## src/design/ctpd_pkg.sv

```systemverilog
// ----------------------------------------------------------------------------
// ctpd_pkg
// Shared constants, register codes, sequencer states and unit status type
// for the cubic trajectory PD controller.
// ----------------------------------------------------------------------------
`default_nettype none

package ctpd_pkg;

  // default fixed point format
  localparam int unsigned DEF_WORD_BITS = 32;
  localparam int unsigned DEF_FRAC_BITS = 16;

  // multiplier digit width, one digit of the second operand per cycle
  localparam int unsigned DIG_W = 16;

  // configuration index width
  localparam int unsigned CFG_IDX_W = 3;

  // end of the trajectory window in seconds
  localparam int unsigned TRAJ_END_S = 20;

  // pi/2 in unsigned Q32 (rounded down), rounded to nearest into the format at elaboration
  localparam logic [63:0] HALF_PI_Q32 = 64'd6746518852;

  // configuration register codes
  typedef enum logic [CFG_IDX_W-1:0] {
    REG_GAIN_PROP  = 3'd0,
    REG_GAIN_DERIV = 3'd1,
    REG_COEF_CONST = 3'd2,
    REG_COEF_LIN   = 3'd3,
    REG_COEF_QUAD  = 3'd4,
    REG_COEF_CUBE  = 3'd5,
    REG_HOLD_ANGLE = 3'd6
  } cfg_reg_e;

  // sequencer states
  typedef enum logic [4:0] {
    ST_IDLE,
    ST_T2,
    ST_T3,
    ST_P1,
    ST_S1,
    ST_P2,
    ST_S2,
    ST_P3,
    ST_S3,
    ST_ERR,
    ST_DIFF,
    ST_RATE,
    ST_PK,
    ST_PD,
    ST_U,
    ST_EFF,
    ST_OUT
  } ctl_state_e;

  // status of a multi-cycle arithmetic unit
  typedef struct packed {
    logic done;
    logic clip;
  } unit_stat_t;

endpackage

`default_nettype wire

```

## src/design/ctpd_if.sv

```systemverilog
// ----------------------------------------------------------------------------
// ctpd channel interfaces
// Valid/ready channels for tick words, result words and register writes.
// ----------------------------------------------------------------------------
`default_nettype none

// one control tick
interface ctpd_in_if #(
  parameter int unsigned WORD_BITS = ctpd_pkg::DEF_WORD_BITS
);
  logic                        valid;
  logic                        ready;
  logic        [WORD_BITS-1:0] elapsed_time;
  logic        [WORD_BITS-1:0] tick_period;
  logic signed [WORD_BITS-1:0] joint_angle;

  modport source (output valid, output elapsed_time, output tick_period,
                  output joint_angle, input ready);
  modport sink   (input valid, input elapsed_time, input tick_period,
                  input joint_angle, output ready);
endinterface

// one effort result
interface ctpd_out_if #(
  parameter int unsigned WORD_BITS = ctpd_pkg::DEF_WORD_BITS
);
  logic                        valid;
  logic                        ready;
  logic signed [WORD_BITS-1:0] effort_cmd;
  logic                        loop_enabled;
  logic                        zero_period;
  logic                        saturated;

  modport source (output valid, output effort_cmd, output loop_enabled,
                  output zero_period, output saturated, input ready);
  modport sink   (input valid, input effort_cmd, input loop_enabled,
                  input zero_period, input saturated, output ready);
endinterface

// register write
interface ctpd_cfg_if #(
  parameter int unsigned WORD_BITS = ctpd_pkg::DEF_WORD_BITS
);
  logic                           valid;
  logic                           ready;
  logic [ctpd_pkg::CFG_IDX_W-1:0] index;
  logic [WORD_BITS-1:0]           data;

  modport source (output valid, output index, output data, input ready);
  modport sink   (input valid, input index, input data, output ready);
endinterface

`default_nettype wire

```

## src/design/ctpd_mul.sv

```systemverilog
// ----------------------------------------------------------------------------
// ctpd_mul
// Iterative signed fixed point multiplier: one 16-bit digit per cycle,
// product shifted down by the fraction bits, magnitude truncated and
// saturated to the signed word range.
// ----------------------------------------------------------------------------
`default_nettype none

module ctpd_mul #(
  parameter int unsigned WORD_BITS = ctpd_pkg::DEF_WORD_BITS,
  parameter int unsigned FRAC_BITS = ctpd_pkg::DEF_FRAC_BITS
) (
  input  wire logic                        clk_i,
  input  wire logic                        rst_ni,
  input  wire logic                        start_i,
  input  wire logic signed [WORD_BITS:0]   a_i,
  input  wire logic signed [WORD_BITS:0]   b_i,
  output      logic signed [WORD_BITS-1:0] res_o,
  output      ctpd_pkg::unit_stat_t        stat_o
);

  localparam int unsigned DIG_W = ctpd_pkg::DIG_W;
  localparam int unsigned ND    = (WORD_BITS + DIG_W - 1) / DIG_W;
  localparam int unsigned Y_W   = ND * DIG_W;
  localparam int unsigned ACC_W = Y_W + WORD_BITS;
  localparam int unsigned M_W   = ACC_W - FRAC_BITS;
  localparam int unsigned CNT_W = $clog2(ND + 1);

  logic [WORD_BITS-1:0]       x_q;
  logic [Y_W-1:0]             y_q;
  logic                       neg_q;
  logic [ACC_W-1:0]           acc_q;
  logic [CNT_W-1:0]           cnt_q;
  logic                       busy_q;
  logic                       fin_q;

  logic [WORD_BITS:0]         a_mag;
  logic [WORD_BITS:0]         b_mag;
  logic [DIG_W-1:0]           digit;
  logic [WORD_BITS+DIG_W-1:0] partial;
  logic [ACC_W-1:0]           acc_next;
  logic [M_W-1:0]             m;
  logic [M_W-1:0]             lim_pos;
  logic [M_W-1:0]             lim;
  logic                       clip;
  logic [WORD_BITS-1:0]       mag_w;

  // operand magnitudes
  assign a_mag = a_i[WORD_BITS] ? -a_i : a_i;
  assign b_mag = b_i[WORD_BITS] ? -b_i : b_i;

  // one digit of y times x, accumulated most significant digit first
  assign digit    = y_q[Y_W-1 -: DIG_W];
  assign partial  = x_q * digit;
  assign acc_next = {acc_q[ACC_W-DIG_W-1:0], {DIG_W{1'b0}}} + ACC_W'(partial);

  // scale down, clip magnitude, apply sign
  assign m       = acc_q[ACC_W-1:FRAC_BITS];
  assign lim_pos = (M_W'(1) << (WORD_BITS - 1)) - M_W'(1);
  assign lim     = neg_q ? lim_pos + M_W'(1) : lim_pos;
  assign clip    = m > lim;
  assign mag_w   = clip ? lim[WORD_BITS-1:0] : m[WORD_BITS-1:0];
  assign res_o   = neg_q ? -mag_w : mag_w;

  assign stat_o.done = fin_q;
  assign stat_o.clip = clip;

  // control
  always_ff @(posedge clk_i or negedge rst_ni) begin
    if (!rst_ni) begin
      busy_q <= 1'b0;
      fin_q  <= 1'b0;
      cnt_q  <= '0;
    end else begin
      fin_q <= 1'b0;
      if (start_i) begin
        busy_q <= 1'b1;
        cnt_q  <= CNT_W'(ND);
      end else if (busy_q) begin
        cnt_q <= cnt_q - CNT_W'(1);
        if (cnt_q == CNT_W'(1)) begin
          busy_q <= 1'b0;
          fin_q  <= 1'b1;
        end
      end
    end
  end

  // datapath
  always_ff @(posedge clk_i) begin
    if (start_i) begin
      x_q   <= a_mag[WORD_BITS-1:0];
      y_q   <= Y_W'(b_mag[WORD_BITS-1:0]);
      neg_q <= a_i[WORD_BITS] ^ b_i[WORD_BITS];
      acc_q <= '0;
    end else if (busy_q) begin
      acc_q <= acc_next;
      y_q   <= y_q << DIG_W;
    end
  end

endmodule

`default_nettype wire

```

## src/design/ctpd_div.sv

```systemverilog
// ----------------------------------------------------------------------------
// ctpd_div
// Restoring divider for the angle rate: (|num| << FRAC_BITS) / den, one
// quotient bit per cycle, magnitude truncated and saturated to the word.
// ----------------------------------------------------------------------------
`default_nettype none

module ctpd_div #(
  parameter int unsigned WORD_BITS = ctpd_pkg::DEF_WORD_BITS,
  parameter int unsigned FRAC_BITS = ctpd_pkg::DEF_FRAC_BITS
) (
  input  wire logic                        clk_i,
  input  wire logic                        rst_ni,
  input  wire logic                        start_i,
  input  wire logic signed [WORD_BITS-1:0] num_i,
  input  wire logic        [WORD_BITS-1:0] den_i,
  output      logic signed [WORD_BITS-1:0] res_o,
  output      ctpd_pkg::unit_stat_t        stat_o
);

  localparam int unsigned NUM_W = WORD_BITS + FRAC_BITS;
  localparam int unsigned CNT_W = $clog2(NUM_W + 1);

  logic [NUM_W-1:0]     sh_q;
  logic [WORD_BITS-1:0] rem_q;
  logic [WORD_BITS-1:0] den_q;
  logic                 neg_q;
  logic [CNT_W-1:0]     cnt_q;
  logic                 busy_q;
  logic                 fin_q;

  logic [WORD_BITS-1:0] num_mag;
  logic [WORD_BITS:0]   trial;
  logic [WORD_BITS:0]   trial_sub;
  logic                 ge;
  logic [NUM_W-1:0]     lim_pos;
  logic [NUM_W-1:0]     lim;
  logic                 clip;
  logic [WORD_BITS-1:0] mag_w;

  assign num_mag = num_i[WORD_BITS-1] ? -num_i : num_i;

  // one restoring step
  assign trial     = {rem_q, sh_q[NUM_W-1]};
  assign trial_sub = trial - {1'b0, den_q};
  assign ge        = trial >= {1'b0, den_q};

  // quotient clip and sign
  assign lim_pos = (NUM_W'(1) << (WORD_BITS - 1)) - NUM_W'(1);
  assign lim     = neg_q ? lim_pos + NUM_W'(1) : lim_pos;
  assign clip    = sh_q > lim;
  assign mag_w   = clip ? lim[WORD_BITS-1:0] : sh_q[WORD_BITS-1:0];
  assign res_o   = neg_q ? -mag_w : mag_w;

  assign stat_o.done = fin_q;
  assign stat_o.clip = clip;

  // control
  always_ff @(posedge clk_i or negedge rst_ni) begin
    if (!rst_ni) begin
      busy_q <= 1'b0;
      fin_q  <= 1'b0;
      cnt_q  <= '0;
    end else begin
      fin_q <= 1'b0;
      if (start_i) begin
        busy_q <= 1'b1;
        cnt_q  <= CNT_W'(NUM_W);
      end else if (busy_q) begin
        cnt_q <= cnt_q - CNT_W'(1);
        if (cnt_q == CNT_W'(1)) begin
          busy_q <= 1'b0;
          fin_q  <= 1'b1;
        end
      end
    end
  end

  // numerator bits shift out the top, quotient bits shift in the bottom
  always_ff @(posedge clk_i) begin
    if (start_i) begin
      sh_q  <= {num_mag, {FRAC_BITS{1'b0}}};
      rem_q <= '0;
      den_q <= den_i;
      neg_q <= num_i[WORD_BITS-1];
    end else if (busy_q) begin
      sh_q  <= {sh_q[NUM_W-2:0], ge};
      rem_q <= ge ? trial_sub[WORD_BITS-1:0] : trial[WORD_BITS-1:0];
    end
  end

endmodule

`default_nettype wire

```

## src/design/cubic_trajectory_pd_controller.sv

```systemverilog
// Sequence: before the loop is enabled a tick goes straight to the output;
// once enabled, 8 multiplies, one divide and the adder steps, fewer outside
// the trajectory window (no setpoint multiplies) or for a zero period (no
// divide); the default format is Q16.16. One tick word at a time; the next
// is taken while a finished result waits in the output register.
// Reset clears gains, coefficients, previous angle and enable latch; hold_angle is pi/2.
// ----------------------------------------------------------------------------
// cubic_trajectory_pd_controller
// One joint PD position loop with a cubic setpoint, sequenced over a shared
// iterative multiplier, a shared saturating adder and a restoring divider.
// ----------------------------------------------------------------------------
`default_nettype none

module cubic_trajectory_pd_controller #(
  parameter int unsigned WORD_BITS = ctpd_pkg::DEF_WORD_BITS,
  parameter int unsigned FRAC_BITS = ctpd_pkg::DEF_FRAC_BITS
) (
  input  wire logic clk_i,
  input  wire logic rst_ni,
  ctpd_in_if.sink   in_i,
  ctpd_out_if.source out_o,
  ctpd_cfg_if.sink  cfg_i
);

  typedef logic signed [WORD_BITS-1:0] word_t;
  typedef logic signed [WORD_BITS:0]   wide_t;

  localparam int unsigned T_W = WORD_BITS + 6;
  localparam logic [T_W-1:0] T_ONE = T_W'(1) << FRAC_BITS;
  localparam logic [T_W-1:0] T_END = T_W'(ctpd_pkg::TRAJ_END_S) << FRAC_BITS;
  localparam logic [WORD_BITS-1:0] TENTH_Q =
    WORD_BITS'(((64'd1 << FRAC_BITS) + 64'd5) / 64'd10);
  localparam logic [63:0] HOLD_RAW =
    (ctpd_pkg::HALF_PI_Q32 + (64'd1 << (31 - FRAC_BITS))) >> (32 - FRAC_BITS);
  localparam logic [WORD_BITS-1:0] HOLD_RESET = HOLD_RAW[WORD_BITS-1:0];
  localparam word_t W_MAX = word_t'({1'b0, {(WORD_BITS-1){1'b1}}});
  localparam word_t W_MIN = word_t'({1'b1, {(WORD_BITS-1){1'b0}}});

  // configuration registers
  word_t gp_q, gd_q, c0_q, c1_q, c2_q, c3_q, hold_q;

  // sequencer and datapath registers
  ctpd_pkg::ctl_state_e state_q, state_d;
  logic [WORD_BITS-1:0] t_q, t_d;
  logic [WORD_BITS-1:0] dt_q, dt_d;
  word_t ang_q, ang_d;
  word_t prev_q, prev_d;
  logic  en_q, en_d;
  word_t t2_q, t2_d;
  word_t t3_q, t3_d;
  word_t sp_q, sp_d;
  word_t err_q, err_d;
  word_t rate_q, rate_d;
  word_t prod_q, prod_d;
  logic  clip_q, clip_d;
  logic  wait_q, wait_d;

  // output register
  logic  out_valid_q, out_valid_d;
  word_t out_eff_q;
  logic  out_en_q, out_zp_q, out_sat_q;
  logic  out_load;

  // arithmetic units
  logic                 mul_start, div_start;
  wide_t                mul_a, mul_b;
  word_t                mul_res, div_res;
  ctpd_pkg::unit_stat_t mul_stat, div_stat;

  word_t add_a, add_b, add_res;
  logic  add_sub, add_clip;
  wide_t add_sum;

  logic           in_fire, cfg_fire;
  logic [T_W-1:0] t_ext;
  logic           in_win, en_new, zp;

  ctpd_mul #(
    .WORD_BITS (WORD_BITS),
    .FRAC_BITS (FRAC_BITS)
  ) u_mul (
    .clk_i   (clk_i),
    .rst_ni  (rst_ni),
    .start_i (mul_start),
    .a_i     (mul_a),
    .b_i     (mul_b),
    .res_o   (mul_res),
    .stat_o  (mul_stat)
  );

  ctpd_div #(
    .WORD_BITS (WORD_BITS),
    .FRAC_BITS (FRAC_BITS)
  ) u_div (
    .clk_i   (clk_i),
    .rst_ni  (rst_ni),
    .start_i (div_start),
    .num_i   (rate_q),
    .den_i   (dt_q),
    .res_o   (div_res),
    .stat_o  (div_stat)
  );

  // handshakes
  assign in_i.ready  = (state_q == ctpd_pkg::ST_IDLE);
  assign in_fire     = in_i.valid && in_i.ready;
  assign cfg_i.ready = 1'b1;
  assign cfg_fire    = cfg_i.valid && cfg_i.ready;

  // window and enable decode of the incoming word
  assign t_ext  = T_W'(in_i.elapsed_time);
  assign in_win = (t_ext != '0) && (t_ext < T_END);
  assign en_new = en_q || (t_ext >= T_ONE);
  assign zp     = (dt_q == '0);

  // shared saturating adder
  assign add_sum  = add_sub ? ({add_a[WORD_BITS-1], add_a} - {add_b[WORD_BITS-1], add_b})
                            : ({add_a[WORD_BITS-1], add_a} + {add_b[WORD_BITS-1], add_b});
  assign add_clip = add_sum[WORD_BITS] != add_sum[WORD_BITS-1];
  assign add_res  = add_clip ? (add_sum[WORD_BITS] ? W_MIN : W_MAX)
                             : add_sum[WORD_BITS-1:0];

  // sequencer next state and datapath
  always_comb begin
    state_d   = state_q;
    t_d       = t_q;
    dt_d      = dt_q;
    ang_d     = ang_q;
    prev_d    = prev_q;
    en_d      = en_q;
    t2_d      = t2_q;
    t3_d      = t3_q;
    sp_d      = sp_q;
    err_d     = err_q;
    rate_d    = rate_q;
    prod_d    = prod_q;
    clip_d    = clip_q;
    wait_d    = wait_q;
    mul_start = 1'b0;
    div_start = 1'b0;
    mul_a     = '0;
    mul_b     = '0;
    add_a     = '0;
    add_b     = '0;
    add_sub   = 1'b0;
    out_load  = 1'b0;

    case (state_q)
      ctpd_pkg::ST_IDLE: begin
        if (in_fire) begin
          t_d    = in_i.elapsed_time;
          dt_d   = in_i.tick_period;
          ang_d  = in_i.joint_angle;
          en_d   = en_new;
          clip_d = 1'b0;
          if (!en_new) begin
            state_d = ctpd_pkg::ST_OUT;
          end else if (in_win) begin
            state_d = ctpd_pkg::ST_T2;
          end else begin
            sp_d    = hold_q;
            state_d = ctpd_pkg::ST_ERR;
          end
        end
      end
      // t squared
      ctpd_pkg::ST_T2: begin
        mul_a     = {1'b0, t_q};
        mul_b     = {1'b0, t_q};
        mul_start = !wait_q;
        if (mul_stat.done) begin
          t2_d    = mul_res;
          clip_d  = clip_q | mul_stat.clip;
          state_d = ctpd_pkg::ST_T3;
        end
      end
      // t cubed
      ctpd_pkg::ST_T3: begin
        mul_a     = {t2_q[WORD_BITS-1], t2_q};
        mul_b     = {1'b0, t_q};
        mul_start = !wait_q;
        if (mul_stat.done) begin
          t3_d    = mul_res;
          clip_d  = clip_q | mul_stat.clip;
          state_d = ctpd_pkg::ST_P1;
        end
      end
      ctpd_pkg::ST_P1: begin
        mul_a     = {c1_q[WORD_BITS-1], c1_q};
        mul_b     = {1'b0, t_q};
        mul_start = !wait_q;
        if (mul_stat.done) begin
          prod_d  = mul_res;
          clip_d  = clip_q | mul_stat.clip;
          state_d = ctpd_pkg::ST_S1;
        end
      end
      ctpd_pkg::ST_S1: begin
        add_a   = c0_q;
        add_b   = prod_q;
        sp_d    = add_res;
        clip_d  = clip_q | add_clip;
        state_d = ctpd_pkg::ST_P2;
      end
      ctpd_pkg::ST_P2: begin
        mul_a     = {c2_q[WORD_BITS-1], c2_q};
        mul_b     = {t2_q[WORD_BITS-1], t2_q};
        mul_start = !wait_q;
        if (mul_stat.done) begin
          prod_d  = mul_res;
          clip_d  = clip_q | mul_stat.clip;
          state_d = ctpd_pkg::ST_S2;
        end
      end
      ctpd_pkg::ST_S2: begin
        add_a   = sp_q;
        add_b   = prod_q;
        sp_d    = add_res;
        clip_d  = clip_q | add_clip;
        state_d = ctpd_pkg::ST_P3;
      end
      ctpd_pkg::ST_P3: begin
        mul_a     = {c3_q[WORD_BITS-1], c3_q};
        mul_b     = {t3_q[WORD_BITS-1], t3_q};
        mul_start = !wait_q;
        if (mul_stat.done) begin
          prod_d  = mul_res;
          clip_d  = clip_q | mul_stat.clip;
          state_d = ctpd_pkg::ST_S3;
        end
      end
      ctpd_pkg::ST_S3: begin
        add_a   = sp_q;
        add_b   = prod_q;
        sp_d    = add_res;
        clip_d  = clip_q | add_clip;
        state_d = ctpd_pkg::ST_ERR;
      end
      // position error
      ctpd_pkg::ST_ERR: begin
        add_a   = sp_q;
        add_b   = ang_q;
        add_sub = 1'b1;
        err_d   = add_res;
        clip_d  = clip_q | add_clip;
        state_d = ctpd_pkg::ST_DIFF;
      end
      // angle difference, rate forced to zero for a zero period
      ctpd_pkg::ST_DIFF: begin
        add_a   = ang_q;
        add_b   = prev_q;
        add_sub = 1'b1;
        clip_d  = clip_q | add_clip;
        if (zp) begin
          rate_d  = '0;
          state_d = ctpd_pkg::ST_PK;
        end else begin
          rate_d  = add_res;
          state_d = ctpd_pkg::ST_RATE;
        end
      end
      ctpd_pkg::ST_RATE: begin
        div_start = !wait_q;
        if (div_stat.done) begin
          rate_d  = div_res;
          clip_d  = clip_q | div_stat.clip;
          state_d = ctpd_pkg::ST_PK;
        end
      end
      ctpd_pkg::ST_PK: begin
        mul_a     = {gp_q[WORD_BITS-1], gp_q};
        mul_b     = {err_q[WORD_BITS-1], err_q};
        mul_start = !wait_q;
        if (mul_stat.done) begin
          prod_d  = mul_res;
          clip_d  = clip_q | mul_stat.clip;
          state_d = ctpd_pkg::ST_PD;
        end
      end
      ctpd_pkg::ST_PD: begin
        mul_a     = {gd_q[WORD_BITS-1], gd_q};
        mul_b     = {rate_q[WORD_BITS-1], rate_q};
        mul_start = !wait_q;
        if (mul_stat.done) begin
          rate_d  = mul_res;
          clip_d  = clip_q | mul_stat.clip;
          state_d = ctpd_pkg::ST_U;
        end
      end
      ctpd_pkg::ST_U: begin
        add_a   = prod_q;
        add_b   = rate_q;
        add_sub = 1'b1;
        sp_d    = add_res;
        clip_d  = clip_q | add_clip;
        state_d = ctpd_pkg::ST_EFF;
      end
      // scale by one tenth
      ctpd_pkg::ST_EFF: begin
        mul_a     = {sp_q[WORD_BITS-1], sp_q};
        mul_b     = {1'b0, TENTH_Q};
        mul_start = !wait_q;
        if (mul_stat.done) begin
          prod_d  = mul_res;
          clip_d  = clip_q | mul_stat.clip;
          state_d = ctpd_pkg::ST_OUT;
        end
      end
      // hand the word to the output register
      ctpd_pkg::ST_OUT: begin
        if (!out_valid_q || out_o.ready) begin
          out_load = 1'b1;
          prev_d   = ang_q;
          state_d  = ctpd_pkg::ST_IDLE;
        end
      end
      default: begin
        state_d = ctpd_pkg::ST_IDLE;
      end
    endcase

    // a unit request is outstanding from start until done
    if (mul_start || div_start) begin
      wait_d = 1'b1;
    end
    if (mul_stat.done || div_stat.done) begin
      wait_d = 1'b0;
    end
  end

  assign out_valid_d = (out_valid_q && !out_o.ready) || out_load;

  // control registers
  always_ff @(posedge clk_i or negedge rst_ni) begin
    if (!rst_ni) begin
      state_q     <= ctpd_pkg::ST_IDLE;
      en_q        <= 1'b0;
      prev_q      <= '0;
      wait_q      <= 1'b0;
      out_valid_q <= 1'b0;
    end else begin
      state_q     <= state_d;
      en_q        <= en_d;
      prev_q      <= prev_d;
      wait_q      <= wait_d;
      out_valid_q <= out_valid_d;
    end
  end

  // payload registers
  always_ff @(posedge clk_i) begin
    t_q    <= t_d;
    dt_q   <= dt_d;
    ang_q  <= ang_d;
    t2_q   <= t2_d;
    t3_q   <= t3_d;
    sp_q   <= sp_d;
    err_q  <= err_d;
    rate_q <= rate_d;
    prod_q <= prod_d;
    clip_q <= clip_d;
    if (out_load) begin
      out_eff_q <= en_q ? prod_q : '0;
      out_en_q  <= en_q;
      out_zp_q  <= zp;
      out_sat_q <= en_q && clip_q;
    end
  end

  // configuration registers
  always_ff @(posedge clk_i or negedge rst_ni) begin
    if (!rst_ni) begin
      gp_q   <= '0;
      gd_q   <= '0;
      c0_q   <= '0;
      c1_q   <= '0;
      c2_q   <= '0;
      c3_q   <= '0;
      hold_q <= HOLD_RESET;
    end else if (cfg_fire) begin
      case (cfg_i.index)
        ctpd_pkg::REG_GAIN_PROP:  gp_q   <= cfg_i.data;
        ctpd_pkg::REG_GAIN_DERIV: gd_q   <= cfg_i.data;
        ctpd_pkg::REG_COEF_CONST: c0_q   <= cfg_i.data;
        ctpd_pkg::REG_COEF_LIN:   c1_q   <= cfg_i.data;
        ctpd_pkg::REG_COEF_QUAD:  c2_q   <= cfg_i.data;
        ctpd_pkg::REG_COEF_CUBE:  c3_q   <= cfg_i.data;
        ctpd_pkg::REG_HOLD_ANGLE: hold_q <= cfg_i.data;
        default: ;
      endcase
    end
  end

  // outputs
  assign out_o.valid        = out_valid_q;
  assign out_o.effort_cmd   = out_eff_q;
  assign out_o.loop_enabled = out_en_q;
  assign out_o.zero_period  = out_zp_q;
  assign out_o.saturated    = out_sat_q;

`ifndef SYNTHESIS
  // the enable latch never drops once set
  a_enable_sticky: assert property (@(posedge clk_i) disable iff (!rst_ni)
    en_q |=> en_q)
    else $error("enable latch cleared after being set");

  // a disabled loop reports zero effort and no clipping
  a_disabled_effort: assert property (@(posedge clk_i) disable iff (!rst_ni)
    (out_valid_q && !out_en_q) |-> ((out_eff_q == '0) && !out_sat_q))
    else $error("nonzero effort while loop disabled");

  // a unit only finishes on an outstanding request
  a_unit_done: assert property (@(posedge clk_i) disable iff (!rst_ni)
    (mul_stat.done || div_stat.done) |-> wait_q)
    else $error("arithmetic unit finished without a request");
`endif

endmodule

`default_nettype wire
```

## src/flat_wrapper.sv

```systemverilog
// flat-port wrapper written by rule: the top's interface ports become plain ports
module cubic_trajectory_pd_controller_flat 
#(
  parameter int unsigned WORD_BITS = ctpd_pkg::DEF_WORD_BITS,
  parameter int unsigned FRAC_BITS = ctpd_pkg::DEF_FRAC_BITS
)
  (clk_i, rst_ni, in_i_valid, in_i_elapsed_time, in_i_tick_period, in_i_joint_angle, in_i_ready, out_o_valid, out_o_effort_cmd, out_o_loop_enabled, out_o_zero_period, out_o_saturated, out_o_ready, cfg_i_valid, cfg_i_index, cfg_i_data, cfg_i_ready);
  ctpd_in_if #(.WORD_BITS(WORD_BITS)) in_i_i ();
  ctpd_out_if #(.WORD_BITS(WORD_BITS)) out_o_i ();
  ctpd_cfg_if #(.WORD_BITS(WORD_BITS)) cfg_i_i ();
  input  wire logic clk_i;
  input  wire logic rst_ni;
  input wire logic [$bits(in_i_i.valid)-1:0] in_i_valid;
  input wire logic [$bits(in_i_i.elapsed_time)-1:0] in_i_elapsed_time;
  input wire logic [$bits(in_i_i.tick_period)-1:0] in_i_tick_period;
  input wire logic [$bits(in_i_i.joint_angle)-1:0] in_i_joint_angle;
  output wire logic [$bits(in_i_i.ready)-1:0] in_i_ready;
  output wire logic [$bits(out_o_i.valid)-1:0] out_o_valid;
  output wire logic [$bits(out_o_i.effort_cmd)-1:0] out_o_effort_cmd;
  output wire logic [$bits(out_o_i.loop_enabled)-1:0] out_o_loop_enabled;
  output wire logic [$bits(out_o_i.zero_period)-1:0] out_o_zero_period;
  output wire logic [$bits(out_o_i.saturated)-1:0] out_o_saturated;
  input wire logic [$bits(out_o_i.ready)-1:0] out_o_ready;
  input wire logic [$bits(cfg_i_i.valid)-1:0] cfg_i_valid;
  input wire logic [$bits(cfg_i_i.index)-1:0] cfg_i_index;
  input wire logic [$bits(cfg_i_i.data)-1:0] cfg_i_data;
  output wire logic [$bits(cfg_i_i.ready)-1:0] cfg_i_ready;
  assign in_i_i.valid = in_i_valid;
  assign in_i_i.elapsed_time = in_i_elapsed_time;
  assign in_i_i.tick_period = in_i_tick_period;
  assign in_i_i.joint_angle = in_i_joint_angle;
  assign in_i_ready = in_i_i.ready;
  assign out_o_valid = out_o_i.valid;
  assign out_o_effort_cmd = out_o_i.effort_cmd;
  assign out_o_loop_enabled = out_o_i.loop_enabled;
  assign out_o_zero_period = out_o_i.zero_period;
  assign out_o_saturated = out_o_i.saturated;
  assign out_o_i.ready = out_o_ready;
  assign cfg_i_i.valid = cfg_i_valid;
  assign cfg_i_i.index = cfg_i_index;
  assign cfg_i_i.data = cfg_i_data;
  assign cfg_i_ready = cfg_i_i.ready;
  cubic_trajectory_pd_controller #(.WORD_BITS(WORD_BITS), .FRAC_BITS(FRAC_BITS)) u_core (.clk_i(clk_i), .rst_ni(rst_ni), .in_i(in_i_i), .out_o(out_o_i), .cfg_i(cfg_i_i));
endmodule
```

## config.mk

```make
export PLATFORM = sky130hd
export DESIGN_NAME = cubic_trajectory_pd_controller_flat
export DESIGN_NICKNAME = d
export VERILOG_FILES = /design/src/design/ctpd_pkg.sv /design/src/design/ctpd_if.sv /design/src/design/ctpd_mul.sv /design/src/design/ctpd_div.sv /design/src/design/cubic_trajectory_pd_controller.sv /design/src/flat_wrapper.sv
export SDC_FILE = /design/constraint.sdc
export NUM_CORES = 2
export LEC_CHECK = 0
export ABC_AREA = 1
export BUFFER_PORTS_ARGS = -buffer_cell sky130_fd_sc_hd__clkbuf_2
export CELL_PAD_IN_SITES_DETAIL_PLACEMENT = 1
export CELL_PAD_IN_SITES_GLOBAL_PLACEMENT = 1
export CORE_UTILIZATION = 35
export CTS_BUF_LIST = sky130_fd_sc_hd__clkbuf_8
export CTS_CLUSTER_SIZE = 10
export DETAILED_ROUTE_END_ITERATION = 8
export GPL_ROUTABILITY_DRIVEN = 0
export PLACE_DENSITY_LB_ADDON = 0.1
export SLEW_MARGIN = 5
export SYNTH_ARGS = -nofsm -noshare
export SYNTH_HDL_FRONTEND = slang
export SYNTH_HIERARCHICAL = 1
export SYNTH_SLANG_ARGS = --single-unit
```

## constraint.sdc

```tcl
create_clock -name clk_i -period 5.9 [get_ports clk_i]
set_input_delay 0.295 -clock clk_i [delete_from_list [all_inputs] [get_ports clk_i]]
set_output_delay 0.295 -clock clk_i [all_outputs]
set_load 0.01 [all_outputs]
```

==> flow_summary_export.csv <==
group,metric,value,unit
outcome,status,"complete, but fails checks",
outcome,violations_in_the_final_reports,"negative setup slack",
yosys,ys_top_cells_by_area,"edfxtp_1 (21%), fa_1 (14%), nand2_1 (13%), dfrtp_1 (11%), inv_1 (8.5%)",
cts,insertion_delay_of_the_later_clocked_pin_in_the_worst_skew_pair,0.94,ns
yosys,synth.distinct_cells,68,
global_route,gr-usage-all-layers,28.9,%
timing,min_period,6.10,ns
yosys,synth-async-reset-ratio,32.8,%
yosys,post_synth_top_area_cell,"edfxtp_1",
timing,worst_pin_slew,1.28,ns
yosys,netlist_area,64300,sq um
timing,max_clock_freq,164,MHz
timing,timing.setup.tns,-2.74,ns
cts,cts_made_buffers,160,
floorplan,floorplan.die.width,431,um
final_layout,multi_input_area,36600,sq um
final_layout,regMostFlops,"u_core/u_mul/acc_q",
setup_path,crit_path_max_fanout,6,
global_route,global_route.usage.met1,36.0,%
final_layout,layout_top_registers,"u_core/u_mul/acc_q x64, u_core/u_div/sh_q x48",
timing,slew_margin_rel,13.5,%
global_route,grt_max_degree,114,
setup_path,ff2ff_path_depth,28,
timing,report.final.setup_viol,31,
timing,period_share,103,%
global_route,grt_util_met2,48.5,%
timing,rsz0062_at_grt,"yes",
global_route,grt.busiest_layer,"met2",
route,postRouteAntennaNets,0,
yosys,synth_sequential_area_ratio,35.4,%
yosys,yosys_warnings,6,
placed_design,post-dp-hpwl,209,mm
placed_design,io_buffers,172,
placed_design,preCtsSetupSlack,-0.885,ns
timing,timing.final.max_slew_violations,0,
final_layout,drive_above_1_share,17.4,%
setup_path,r2r-end,"u_core/u_mul/acc_q[53]$_SDFFE_PP0P_",
route,detail_route.vias_per_cell,5.19,
setup_path,timing_worst_setup_path_type,"flop to flop",
timing,hold_viol,0,
setup_path,ff2ff_setup_slack,-0.20,ns
flow_run,max_cap_violations,0,
yosys,synthesis.nets,8885,
yosys,post_synth_inst_count,8024,
setup_path,worst_setup_path_start_kind,"flop",
setup_path,critPathArrivalTime,6.93,ns
global_route,number_of_antenna_violations_at_the_first_check_in_global_routing,15,
yosys,synth_enable_flop_cells,454,
yosys,yosys.area.top_type_share,21.2,%
setup_path,endpoint_kind,"flop",
route,dr.first_iter.drc_count,4048,
setup_path,worstReg2RegStart,"u_core/u_mul/y_q[27]$_DFFE_PP_",
route,totalWireLength,272,mm
yosys,synth_ff_type,"edfxtp_1",
cts,cts_max_path_buffers,3,
cts,clkTransAtPathRegs,0.06,ns
hold_path,hp-class,"primary input to asynchronous set/reset pin",
floorplan,floorplan.core_area,182000,sq um
route,routed_wire_length_per_instance,24.1,um
cts,tritoncts,"done",
yosys,syn-mean-instance-area,8.01,sq um
cts,clock_sinks,842,
final_layout,ff_latch_area,22800,sq um
final_layout,layout_stage_area_growth_over_the_synthesis_result,22.6,%
cts,clock_root_buffer,"clkbuf_8",
floorplan,design.die.area,185000,sq um
global_route,grt_pass1_vias,60934,
floorplan,floorplan.die.height,431,um
yosys,synth.ff_latch_count,842,
floorplan,initial_utilization,35.4,%
global_route,grt.overflow.total,0,
floorplan,rows,156,
final_layout,nNetsFinal,9623,
final_layout,largest_register_ffs,64,
route,via_count,58475,
floorplan,floorplan.io_pins,174,
timing,worst_clock_skew,0.0935,ns
route,drt_first_pass_iters,5,
timing,final.setup.worst_slack,-0.202,ns
setup_path,worst-endpoint-required,6.73,ns
setup_path,slowest_delay,0.55,ns
global_route,global_route.usage.met3,3.57,%
route,route.detailed.drc,0,
setup_path,slowest_stage,"fa_1",
global_route,grt_pass1_wl,399,mm
cts,cts.htree.levels,4,
final_layout,fillerInstances,21708,
==> cell usage in the layout, fill, tap and decap left out, types with 43 or more instances in the layout <==
cell type,netlist,routed
nor3_1,66,62
nand3_1,233,222
dfrtp_1,271,268
buf_4,12,498
a22o_1,61,61
xnor2_1,66,62
fa_1,452,412
ha_1,273,236
buf_6,14,55
nand2_2,39,94
clkbuf_2,0,171
nor2_1,498,436
o21ai_1,31,67
dfxtp_1,112,112
o22ai_1,46,46
o21ai_0,576,512
dlygate4sd3_1,0,131
edfxtp_1,454,454
a221oi_1,67,66
nor2_4,4,43
nand4_1,59,59
buf_12,0,48
nand2_1,2165,2084
clkbuf_8,0,178
xor2_1,100,97
nor2_2,21,44
inv_1,1450,1431
inv_2,9,82
a21oi_1,349,286
==> cells in the mapped netlist, types with 20 or more instances <==
master,n
dfrtp_1,271
xnor2_1,66
a21o_1,20
nand2_2,39
buf_1,24
dfxtp_1,112
a221oi_1,67
o21a_1,25
edfxtp_1,454
xor2_1,100
a21oi_1,349
o211ai_1,31
nor2_1,498
nand4_1,59
nand3_1,233
nand2_1,2165
nor4_1,32
fa_1,452
nor3_1,66
inv_1,1450
a22o_1,61
clkbuf_1,270
o22ai_1,46
ha_1,273
o21ai_0,576
nor2_2,21
o21ai_1,31
==> per-layer routing <==
metal  vias to the layer above  wire, um
met5                         -        11
met4                         2     17400
met3                       517     11600
met2                      1491    131000
met1                     29515    113000
li1                      26950         -
==> timing repair <==
action / CTS / global route
hold buffers: 132 / 0
resized for setup: 252 / 370
pin swaps: 54 / 168
setup endpoints to repair: 45 / 86
gates cloned: 2 / 7
hold endpoints to repair: 389 / 0
buffers inserted: 40 / 62
==> worst max-delay path by stage <==
stage | startpoint | endpoint | depth (start not counted)
6_report | u_core/u_mul/y_q[27]$_DFFE_PP_ | u_core/u_mul/acc_q[53]$_SDFFE_PP0P_ | 28
5_1_grt | u_core/u_mul/x_q[11]$_DFFE_PP_ | u_core/u_mul/acc_q[33]$_SDFFE_PP0P_ | 28
4_1_cts | u_core/u_mul/y_q[28]$_DFFE_PP_ | u_core/u_mul/acc_q[61]$_SDFFE_PP0P_ | 27
3_5_place_dp | u_core/u_mul/x_q[25]$_DFFE_PP_ | u_core/u_mul/acc_q[53]$_SDFFE_PP0P_ | 26
3_3_place_gp | u_core/u_mul/x_q[25]$_DFFE_PP_ | u_core/u_mul/acc_q[61]$_SDFFE_PP0P_ | 23
2_1_floorplan | u_core/u_mul/x_q[11]$_DFFE_PP_ | u_core/u_mul/acc_q[57]$_SDFFE_PP0P_ | 28
==> stage by stage <==
step,utilization [%],std cells,hold slack (ns),area [sq um]
global placement,39.2,10733,0.274,71100
finish,43.4,11271,0.0760,78800
global route,43.4,11264,0.0602,78800
floorplan,-,8024,-0.000591,64300
CTS,42.4,11199,0.0130,77000
detailed placement,39.2,10733,0.275,71100
==> cell type report <==
class / count / share of cell area (%)
Multi-Input combinational cell: 5377 / 46.4
Clock inverter: 114 / 0.886
Antenna cell: 9 / 0.0286
Sequential cell: 842 / 28.9
Tap cell: 2370 / 3.76
Timing Repair Buffer: 917 / 9.89
Clock buffer: 178 / 3.11
Inverter: 1464 / 6.97
==> cell families (layout without fill, tap and decap cells) <==
| kind of cell | Yosys count | in the layout | share of synthesized area [%] |
|---|---|---|---|
| DFF | 842 | 842 | 35.4 |
| adders and majority gates | 725 | 725 | 19.4 |
| AOI/OAI and AO/OA | 1294 | 1294 | 11.6 |
| xor gates and xnor gates | 166 | 166 | 2.26 |
| buffers and inverters | 1805 | 2673 | 10.8 |
| muxes | 1 | 1 | 0.0175 |
| and+or+nand+nor | 3190 | 3190 | 20.4 |
| other | 1 | 10 | 0.00583 |
==> critical path: cells and delay by family (launching register included) <==
kind	cells	cell delay, ns
buffers and inverters	9	0.86
flip-flops	1	0.38
adder cells (fa/ha/maj)	7	3.50
AND/OR/NAND/NOR	9	1.02
AO/OA/AOI/OAI	3	0.32
Power is not shown: default switching activity piles up to over one toggle a cycle in this logic, so the estimate is an artifact.
